<file path="config.mk">
export PLATFORM = sky130hd
export DESIGN_NAME = modular_exponentiation
export DESIGN_NICKNAME = d
export VERILOG_FILES = /design/src/hdl/mexp_pkg.sv /design/src/hdl/mexp_mulmod.sv /design/src/hdl/modular_exponentiation.sv
export SDC_FILE = /design/constraint.sdc
export NUM_CORES = 1
export LEC_CHECK = 0
export BUFFER_PORTS_ARGS = -buffer_cell sky130_fd_sc_hd__buf_2
export CAP_MARGIN = 20
export CORE_MARGIN = 4
export CORE_UTILIZATION = 45
export DETAILED_ROUTE_END_ITERATION = 7
export SYNTH_ARGS = -nofsm -noshare
export SYNTH_HDL_FRONTEND = slang
export SYNTH_SLANG_ARGS = --single-unit
</file>
<file path="constraint.sdc">
create_clock -name clk -period 7.4 [get_ports clk]
set_clock_uncertainty 0.15 [all_clocks]
set_input_delay 0.74 -clock clk [delete_from_list [all_inputs] [get_ports clk]]
set_output_delay 0.74 -clock clk [all_outputs]
set_load 0.005 [all_outputs]
</file>
<file path="src/hdl/mexp_pkg.sv">
`timescale 1ns / 1ps
`default_nettype none
// ----------------------------------------------------------------------------
// mexp_pkg
// Shared constants and types for the modular exponentiation block.
// ----------------------------------------------------------------------------
package mexp_pkg;

  localparam int DEFAULT_OPERAND_BITS = 31;
  localparam int SECRET_BITS          = 8;

  // configuration register map
  localparam int CFG_INDEX_BITS = 2;
  localparam logic [CFG_INDEX_BITS-1:0] CFG_EXPONENT = 2'd0;
  localparam logic [CFG_INDEX_BITS-1:0] CFG_MODULUS  = 2'd1;

  localparam int MODULUS_RESET = 2;

  typedef enum logic [2:0] {
    ST_IDLE,
    ST_REDUCE,
    ST_LAUNCH,
    ST_MULTIPLY,
    ST_FINISH
  } state_t;

endpackage
`default_nettype wire

</file>
<file path="src/hdl/mexp_mulmod.sv">
`timescale 1ns / 1ps
`default_nettype none
// ----------------------------------------------------------------------------
// mexp_mulmod
// Bit-serial modular multiplier: result = x * y mod m, x < m.
// Scans y from the MSB, one double step and one conditional add per bit.
// ----------------------------------------------------------------------------
module mexp_mulmod #(
  parameter int OPERAND_BITS = mexp_pkg::DEFAULT_OPERAND_BITS
) (
  input  wire logic                    clk,
  input  wire logic                    rst,
  input  wire logic                    start,
  input  wire logic [OPERAND_BITS-1:0] x,
  input  wire logic [OPERAND_BITS-1:0] y,
  input  wire logic [OPERAND_BITS-1:0] m,
  output logic                         done,
  output logic [OPERAND_BITS-1:0]      result
);

  localparam int CNT_BITS = $clog2(OPERAND_BITS);
  localparam logic [CNT_BITS-1:0] LAST_BIT = CNT_BITS'(OPERAND_BITS - 1);

  logic                    busy;
  logic                    phase;   // 0: double, 1: add x
  logic [CNT_BITS-1:0]     cnt;
  logic [OPERAND_BITS-1:0] acc;
  logic [OPERAND_BITS-1:0] xr;
  logic [OPERAND_BITS-1:0] yr;

  logic [OPERAND_BITS-1:0] addend;
  logic [OPERAND_BITS:0]   sum;
  logic [OPERAND_BITS:0]   folded;
  logic [OPERAND_BITS-1:0] acc_next;

  // both operands stay below m, so one conditional subtract reduces the sum
  always_comb begin
    addend   = phase ? xr : acc;
    sum      = {1'b0, acc} + {1'b0, addend};
    folded   = (sum >= {1'b0, m}) ? (sum - {1'b0, m}) : sum;
    acc_next = folded[OPERAND_BITS-1:0];
  end

  always_ff @(posedge clk) begin
    if (rst) begin
      busy  <= 1'b0;
      done  <= 1'b0;
      phase <= 1'b0;
      cnt   <= '0;
    end else begin
      done <= 1'b0;
      if (start) begin
        busy  <= 1'b1;
        phase <= 1'b0;
        cnt   <= '0;
        acc   <= '0;
        xr    <= x;
        yr    <= y;
      end else if (busy) begin
        if (!phase) begin
          acc   <= acc_next;
          phase <= 1'b1;
        end else begin
          if (yr[OPERAND_BITS-1]) begin
            acc <= acc_next;
          end
          yr    <= yr << 1;
          phase <= 1'b0;
          cnt   <= cnt + 1'b1;
          if (cnt == LAST_BIT) begin
            busy <= 1'b0;
            done <= 1'b1;
          end
        end
      end
    end
  end

  assign result = acc;

endmodule
`default_nettype wire

</file>
<file path="src/hdl/modular_exponentiation.sv">
`timescale 1ns / 1ps
`default_nettype none
// ----------------------------------------------------------------------------
// modular_exponentiation
// Raises each base to the configured exponent, reduced by the modulus.
// ----------------------------------------------------------------------------
// One item at a time. The base is first reduced by the modulus, then the
// exponent is scanned LSB first over all OPERAND_BITS (N) bits; per bit the
// running product and the power square are formed in parallel on two
// bit-serial modular multipliers. The run time of an item is independent of
// operand values. A finished result sits in an output register while the
// next item is taken. A zero exponent gives 1; a modulus below two gives 0.
// The user must see that the config registers are written only while the
// block is idle; the block itself does not enforce this.
// ----------------------------------------------------------------------------
module modular_exponentiation #(
  parameter int OPERAND_BITS = mexp_pkg::DEFAULT_OPERAND_BITS
) (
  input  wire logic                               clk,
  input  wire logic                               rst,
  // config write channel
  input  wire logic                               cfg_valid,
  output logic                                    cfg_ready,
  input  wire logic [mexp_pkg::CFG_INDEX_BITS-1:0] cfg_index,
  input  wire logic [OPERAND_BITS-1:0]            cfg_data,
  // input items
  input  wire logic                               in_valid,
  output logic                                    in_stall,
  input  wire logic [OPERAND_BITS-1:0]            base_value,
  // result items
  output logic                                    out_valid,
  input  wire logic                               out_stall,
  output logic [OPERAND_BITS-1:0]                 residue,
  output logic [mexp_pkg::SECRET_BITS-1:0]        secret_byte
);

  localparam int CNT_BITS = $clog2(OPERAND_BITS);
  localparam logic [CNT_BITS-1:0] LAST_STEP = CNT_BITS'(OPERAND_BITS - 1);
  localparam logic [OPERAND_BITS-1:0] ONE = OPERAND_BITS'(1);

  mexp_pkg::state_t state, state_next;

  logic [OPERAND_BITS-1:0] private_exponent;
  logic [OPERAND_BITS-1:0] modulus;

  logic [OPERAND_BITS-1:0] prod;
  logic [OPERAND_BITS-1:0] pw;
  logic [OPERAND_BITS-1:0] exp_sh;
  logic [CNT_BITS-1:0]     step_cnt;

  logic                    in_accept;
  logic                    start_a;
  logic                    start_b;
  logic                    load_out;
  logic                    done_a;
  logic                    done_b;
  logic [OPERAND_BITS-1:0] x_a;
  logic [OPERAND_BITS-1:0] y_a;
  logic [OPERAND_BITS-1:0] res_a;
  logic [OPERAND_BITS-1:0] res_b;
  logic                    mod_small;

  assign cfg_ready = 1'b1;
  assign in_stall  = (state != mexp_pkg::ST_IDLE);
  assign in_accept = in_valid && !in_stall;
  assign mod_small = ~|modulus[OPERAND_BITS-1:1];

  // unit A: base reduction (1 * base mod m), then the product update
  assign x_a = (state == mexp_pkg::ST_IDLE) ? ONE : prod;
  assign y_a = (state == mexp_pkg::ST_IDLE) ? base_value : pw;

  mexp_mulmod #(.OPERAND_BITS(OPERAND_BITS)) u_mul_prod (
    .clk    (clk),
    .rst    (rst),
    .start  (start_a),
    .x      (x_a),
    .y      (y_a),
    .m      (modulus),
    .done   (done_a),
    .result (res_a)
  );

  // unit B: power squaring
  mexp_mulmod #(.OPERAND_BITS(OPERAND_BITS)) u_mul_square (
    .clk    (clk),
    .rst    (rst),
    .start  (start_b),
    .x      (pw),
    .y      (pw),
    .m      (modulus),
    .done   (done_b),
    .result (res_b)
  );

  always_comb begin
    state_next = state;
    start_a    = 1'b0;
    start_b    = 1'b0;
    load_out   = 1'b0;
    case (state)
      mexp_pkg::ST_IDLE: begin
        if (in_accept) begin
          start_a    = 1'b1;
          state_next = mexp_pkg::ST_REDUCE;
        end
      end
      mexp_pkg::ST_REDUCE: begin
        if (done_a) begin
          state_next = mexp_pkg::ST_LAUNCH;
        end
      end
      mexp_pkg::ST_LAUNCH: begin
        start_a    = 1'b1;
        start_b    = 1'b1;
        state_next = mexp_pkg::ST_MULTIPLY;
      end
      mexp_pkg::ST_MULTIPLY: begin
        // both units run the same length and finish together
        if (done_b) begin
          state_next = (step_cnt == LAST_STEP) ? mexp_pkg::ST_FINISH
                                               : mexp_pkg::ST_LAUNCH;
        end
      end
      mexp_pkg::ST_FINISH: begin
        if (!out_valid || !out_stall) begin
          load_out   = 1'b1;
          state_next = mexp_pkg::ST_IDLE;
        end
      end
      default: begin
        state_next = mexp_pkg::ST_IDLE;
      end
    endcase
  end

  always_ff @(posedge clk) begin
    if (rst) begin
      state <= mexp_pkg::ST_IDLE;
    end else begin
      state <= state_next;
    end
  end

  // config registers
  always_ff @(posedge clk) begin
    if (rst) begin
      private_exponent <= '0;
      modulus          <= OPERAND_BITS'(mexp_pkg::MODULUS_RESET);
    end else if (cfg_valid && cfg_ready) begin
      case (cfg_index)
        mexp_pkg::CFG_EXPONENT: private_exponent <= cfg_data;
        mexp_pkg::CFG_MODULUS:  modulus          <= cfg_data;
        default: ;
      endcase
    end
  end

  // exponent scan datapath
  always_ff @(posedge clk) begin
    if (in_accept) begin
      prod     <= ONE;
      exp_sh   <= private_exponent;
      step_cnt <= '0;
    end
    if (state == mexp_pkg::ST_REDUCE && done_a) begin
      pw <= res_a;
    end
    if (state == mexp_pkg::ST_MULTIPLY && done_b) begin
      if (exp_sh[0]) begin
        prod <= res_a;
      end
      pw       <= res_b;
      exp_sh   <= exp_sh >> 1;
      step_cnt <= step_cnt + 1'b1;
    end
  end

  // output register
  always_ff @(posedge clk) begin
    if (rst) begin
      out_valid <= 1'b0;
    end else if (load_out) begin
      out_valid <= 1'b1;
    end else if (!out_stall) begin
      out_valid <= 1'b0;
    end
  end

  always_ff @(posedge clk) begin
    if (load_out) begin
      residue <= mod_small ? '0 : prod;
    end
  end

  assign secret_byte = residue[mexp_pkg::SECRET_BITS-1:0];

endmodule
`default_nettype wire

</file>
==> results of run 1 <==
==> cell usage in the layout, fill, tap and decap left out, types with 75 or more instances in the layout <==
| cell type | instances |
|---|---|
| nor2_1 | 151 |
| xnor2_1 | 75 |
| a21oi_1 | 188 |
| edfxtp_1 | 283 |
| buf_2 | 109 |
| dfxtp_1 | 114 |
| nor2b_1 | 76 |
| inv_1 | 83 |
| nand2_1 | 543 |
| ha_1 | 130 |
==> state kept, by name, summed over array words and instances (netlist names), 31 cells and up <==
register             count
u_mul_square.yr         31
private_exponent        31
u_mul_prod.yr           31
u_mul_square.xr         31
u_mul_prod.xr           31
u_mul_prod.result       31
pw                      31
u_mul_square.result     31
residue                 31
exp_sh                  31
modulus                 31
prod                    31
==> report_power, final <==
| part | leakage (nW) | switching, mW | internal (mW) |
|---|---|---|---|
| registers | 3.61 | 0.188 | 2.73 |
| clock network | 0.761 | 0.927 | 1.37 |
| logic | 5.75 | 4.02 | 2.90 |
| total | 10.1 | 5.14 | 7.01 |
==> layout make-up <==
cell class,count,area (um^2),area share [%]
Multi-Input combinational cell,1818,11490,44.56
Sequential cell,397,10780,41.81
Clock buffer,65,1378,5.343
Tap cell,672,840.8,3.261
Timing Repair Buffer,139,810.8,3.144
Inverter,83,311.5,1.208
Clock inverter,20,175.2,0.6793
==> synthesized netlist by cell type (14+ instances only) <==
library cell	instances
nand2_1	543
edfxtp_1	283
a21oi_1	193
nor2_1	155
ha_1	130
dfxtp_1	114
clkbuf_1	99
inv_1	83
nor2b_1	77
xnor2_1	75
mux2_2	62
o21ai_0	60
mux2i_1	56
a21o_1	52
a31oi_1	46
xor2_1	40
a22o_1	30
nand3_1	30
nor3_1	26
nand4_1	21
o21a_1	20
a211oi_1	16
o21bai_1	16
and3_1	14
==> worst max path at each step <==
| stage | startpoint | end |
|---|---|---|
| finish | u_mul_square.phase | u_mul_square.result[8] |
| CTS | u_mul_square.phase | u_mul_square.result[8] |
| global route | u_mul_square.phase | u_mul_square.result[16] |
| floorplan | u_mul_prod.phase | u_mul_prod.result[10] |
| detailed placement | u_mul_square.phase | u_mul_square.result[8] |
| global placement | u_mul_prod.phase | u_mul_prod.result[5] |
==> cells by family after synthesis <==
logic type,Yosys count,synth area share [%]
and+or+nand+nor,923,17.33
AOI/OAI and AO/OA,526,14.86
DFF,397,46.69
buffers and inverters,207,3.826
adders and majority gates,134,7.392
muxes,118,5.452
xor gates and xnor gates,116,4.433
other,1,0.01624
==> routing by layer <==
metal  vias to the layer above  wire, um
met4                         0      1866
met1                      8693     27110
met2                       421     29410
li1                       8744         -
met5                         -         0
met3                       103      2929
==> summary.md, run 1 <==
| Metric | Value |
|---|---|
| Final period util | between 90 and 100% |
| Fin Hold WS | roughly 0.26 ns |
| Core area | 0.05048 mm^2 |
| Setup CP Type | reg2reg |
| Root Buffer Master | clkbuf_16 |
| Post-layout util | 51.08% |
| PortBufs | about 110 |
| Reg2reg end | u_mul_square.result[8] |
| CTS tree | done |
| Syn-to-layout area delta | 11.68% |
| Top post-synthesis cells by area | edfxtp_1, dfxtp_1, nand2_1 |
| Post-cts gate resize count | 0 |
| Cells after synthesis | 2422 |
| Ant diodes | 0 |
| Synthesized flop and latch total | 397 |
| Top delay family on crit path | compound AO/OA/AOI/OAI gates |
| Setup violations, final | 0 |
| CP Cell Sequence | mux2_2 > ha_1 > fa_1 > a211oi_1 > o21bai_1 > a21oi_1 > o21ai_0 > a311oi_1 > nor3_1 > nor3_1 > xnor2_1 > ha_1 > a21oi_1 > o21bai_1 > a21o_1 > a221oi_1 > o21ai_0 > nand4_1 > o211a_1 > buf_12 > mux2i_1 > nor2_1 |
| Slowest cell on crit path | dfxtp_1 |
| R2R Path Start | u_mul_square.phase |
| Post-DP Area | ~0.024 mm^2 |
| RSZ-0062 raised after global routing | no |
| Dominant synthesized flop cell | edfxtp_1 |
| Grt total ovfl | 0 |
| Antenna viol nets, final | 0 |
| Initial DRC Count | about 1300 |
| Fin cells | between 3000 and 4000 |
| Final worst slack | about 0.58 ns |
| Cell taking the most area after synthesis | edfxtp_1 |
| Worst Path Required | 7.54 ns |
| Synth warnings | 0 |
| Number of global-route vias before repair | between 15000 and 20000 |
| Critical path arrival | 6.96 ns |
| GR Util All Layers | 21.86% |
| Hold Path Depth | 2 |
| Worst Hold Class | in2reg |
| # Post-CTS Setup Buffers | 0 |
| Die footprint | roughly 0.055 mm^2 |
| Clock Latency Late Sink | 0.58 ns |
| Total Wirelength | 61320 um |
| Met3 Usage GRT | 3.267% |
| Post-synth EDFFs | roughly 280 |
| Pre-CTS WS | between 0.8 and 0.9 ns |
| CP endpoint kind | flip-flop |
| Routability cong. | 0.9206 |
| Clock slew at reported path FFs | about 0.06 ns |
| Core Rows | between 80 and 90 |
| Share of cells above drive strength 1 | around an eighth |
| Avg Synthesized Cell Area | approximately 9.5 um^2 |
| Initial Util | 45.74% |
| First-pass GRT wire length | approximately 95000 um |
| Routed wire per std cell | roughly 19 um |
| Worst Hold Launch | cfg_data[1] |
| Die Height | about 230 um |
| Final hold viol count | 0 |
| Cells after DPL | 3108 |
| Largest net degree at the start of global routing | ~70 |
| Worst-case vdd ir drop | 0.0004300 V |
| DR vias | ~18000 |
| Post-synth cell types | 85 |
| H-tree levels | 2 |
| Maxcap violations | 0 |
| Busiest grt layer | met2 |
| Slew Viols, Final | 0 |
| CTS buffer count | 46 |
| Synth top area share | between 30% and 40% |
| Synthesized cell area | 0.02309 mm^2 |
| Crit Path Max Fanout | 30 |
| # hold bufs at CTS | 0 |
| Total Power | 12.14 mW |
| Slew headroom | 33.69% |
| Leakage power | 10.13 nW |
| M2 GR Usage | between 30% and 40% |
| Post-synthesis sequential area ratio | 46.69% |
| CTS sink count | around 400 |
| Top Ports | ~110 |
| Internal reg-to-reg setup slack | ~0.58 ns |
| Fmax | approximately 150 MHz |
| Status | completed |
| TNS Setup | 0 ns |
| Drt drc | 0 |
| Tmin final | roughly 7 ns |
| # fillers | ~4700 |
| Least-Margin Pin Slew | between 0.9 and 1 ns |
| Asr flop ratio synth | 0% |
| Post-DP HPWL | about 46000 um |
| Initial antenna violation count | 0 |
| Width of the die | around 230 um |
| Final net count | approximately 2700 |
| Power Dens Cells | roughly 470 mW/mm^2 |
| Met1 Use GR | 28.97% |
| Slowest cell delay on critical path | 0.70 ns |
| Fin area | approximately 0.026 mm^2 |
| Hold Path Sink | modulus[1] |
| Via/cell ratio | around 5.6 |
| FF-to-FF path depth | 22 |
| Max Buffers Root-to-Sink | 3 |
| CP Buf/Inv Count | 1 |
| Net Count, Synth | roughly 2600 |
| CP Depth | 22 |
| Setup crit start kind | flip-flop |
| Drt first pass iters | 7 |
Power figures use the tool's default switching activity.
==> run 2: changes to the inputs <==
CTS_BUF_LIST = sky130_fd_sc_hd__clkbuf_8   (was default)
==> summary.md, run 2 (synthesis results as in run 1) <==
| Metric | Value |
|---|---|
| Max Buffers Root-to-Sink | 3 (unchanged) |
| Die footprint | 0.05499 mm^2 (unchanged) |
| Core Rows | 82 (unchanged) |
| Width of the die | 234.5 um (unchanged) |
| # fillers | 4748 (+1.4%) |
| Most frequent cells in the layout | nand2_1, edfxtp_1, a21oi_1 |
| Seq. cell area | 0.01078 mm^2 (unchanged) |
| Clock Latency Late Sink | 0.64 ns (+0.06 ns) |
| Most common cell after layout, fill and taps aside | nand2_1 |
| Pre-CTS WS | 0.8093 ns (unchanged) |
| Largest net degree at the start of global routing | 68 (unchanged) |
| Top Ports | 111 (unchanged) |
| Setup CP Type | reg2reg |
| Post-cts gate resize count | 0 (unchanged) |
| Fmax | 150.0 MHz (+2.3%) |
| Initial DRC Count | 1280 (-4.8%) |
| Clock slew at reported path FFs | 0.07 ns (about the same) |
| Post-DP HPWL | 45660 um (unchanged) |
| Die Height | 234.5 um (unchanged) |
| Slew headroom | 34.30% (+0.61 points) |
| Final period util | 90.09% (-2.1 points) |
| Tmin final | 6.667 ns (-0.1562 ns) |
| Setup violations, final | 0 (unchanged) |
| H-tree levels | 3 (+1) |
| Final net count | 2713 (+0.93%) |
| Critical path arrival | 6.86 ns (-0.10 ns) |
| # Post-CTS Setup Buffers | 0 (unchanged) |
| Final hold viol count | 0 (unchanged) |
| Fin cells | 3241 (+1.5%) |
| Final worst slack | 0.7330 ns (+0.1562 ns) |
| Least-Margin Pin Slew | 0.9844 ns (-0.009186 ns) |
| Power Dens Cells | 462.1 mW/mm^2 (-1.9%) |
| Share of cells above drive strength 1 | 12.81% (+0.36 points) |
| PortBufs | 109 (unchanged) |
| Cells after DPL | 3108 (unchanged) |
| Slew Viols, Final | 0 (unchanged) |
| First-pass GRT wire length | 95770 um (+0.62%) |
| Drt first pass iters | 7 (unchanged) |
| Leakage power | 10.18 nW (+0.57%) |
| Root Buffer Master | clkbuf_8 |
| CTS tree | done |
| Number of global-route vias before repair | 17611 (+1.6%) |
| CTS sink count | 397 (unchanged) |
| RSZ-0062 raised after global routing | no |
| Worst Path Required | 7.59 ns (+0.05 ns) |
| Routability cong. | 0.9206 (unchanged) |
| DR vias | 18116 (+0.86%) |
| Fin area | 0.02558 mm^2 (-0.79%) |
| Via/cell ratio | 5.590 (-0.60%) |
| Worst-case vdd ir drop | 0.0004349 V (+1.2%) |
| Drt drc | 0 (unchanged) |
| Routed wire per std cell | 19.09 um (-0.57%) |
| Maxcap violations | 0 (unchanged) |
| Initial antenna violation count | 1 (+1) |
| Status | completed |
| CP endpoint kind | flip-flop |
| Setup crit start kind | flip-flop |
| Multi-input gate area | 0.01149 mm^2 (unchanged) |
| Worst Hold Class | in2reg |
| GR Util All Layers | 22.16% (+0.30 points) |
| CTS buffer count | 71 (+54%) |
| Syn-to-layout area delta | 10.81% |
| Core area | 0.05048 mm^2 (unchanged) |
| TNS Setup | 0 ns (unchanged) |
| Initial Util | 45.74% (unchanged) |
| Antenna viol nets, final | 0 (unchanged) |
| Crit Path Max Fanout | 30 (unchanged) |
| Post-DP Area | 0.02421 mm^2 (unchanged) |
| Grt total ovfl | 0 (unchanged) |
| # hold bufs at CTS | 0 (unchanged) |
| Total Wirelength | 61860 um (+0.89%) |
[run 2: cell types whose count changed in the layout (fill, tap and decap cells not counted), moves of 4 or more]
cell        before  now
clkbuf_8         7   81
clkbuf_16       50    0
clkinv_1         0    7
inv_1           83  115
clkbuf_1         8    0
clkinvlp_4       4    0
[run 2: report_power, final]
part	total (mW)	switching (mW)	internal, mW
Clock	1.96	0.925	1.04
Combinational	6.94	4.04	2.90
Sequential	2.92	0.188	2.73
Total	11.8	5.15	6.67
[run 2: worst max-delay path, stage by stage, from the launching register on]
cell      delay [ns]
dfxtp_1         0.70
mux2_2          0.40
ha_1            0.21
fa_1            0.42
a211oi_1        0.31
o21bai_1        0.13
a21oi_1         0.41
o21ai_0         0.35
a311oi_1        0.54
nor3_1          0.18
nor3_1          0.24
xnor2_1         0.12
ha_1            0.26
a21oi_1         0.16
o21bai_1        0.10
a21o_1          0.22
a221oi_1        0.27
o21ai_0         0.15
nand4_1         0.12
o211a_1         0.37
buf_12          0.26
mux2i_1         0.22
nor2_1          0.06
[run 2: per-stage QoR]
stage                     hold WS, ns  power [mW]  utilization [%]
after floorplan                0.2866       8.379                -
after global placement         0.2918       9.763            47.91
after detailed placement       0.2970       9.809            47.97
after CTS                      0.1453       11.84            50.63
after global routing           0.1697       12.83            50.68
final                          0.2013       11.82            50.68
[run 2: worst paths after layout]
kind	start	slack [ns]	cells after the start	endpoint
worst max-delay path	u_mul_square.phase	0.73	22	u_mul_square.result[8]
worst min-delay path	cfg_data[25]	0.20	3	private_exponent[25]
worst max register to register	u_mul_square.phase	0.73	22	u_mul_square.result[8]
worst min register to register	private_exponent[14]	0.31	2	private_exponent[14]
[run 2: cell type report]
class,count,area share [%]
multi-input combinational,1818,44.91
antenna,1,0.009782
clock buffer,81,4.358
timing repair buffer,139,3.169
tap,672,3.287
clock inverter,50,0.9097
sequential,397,42.14
inverter,83,1.218
[run 2: routing by layer]
layer  GRT usage, %  vias up  share of wire (%)
li1               -     8799                  -
met1          28.76     8704                 43
met2          36.69      488                 47
met3          3.860      125                5.7
met4          9.376        0                3.8
met5              0        -                  0
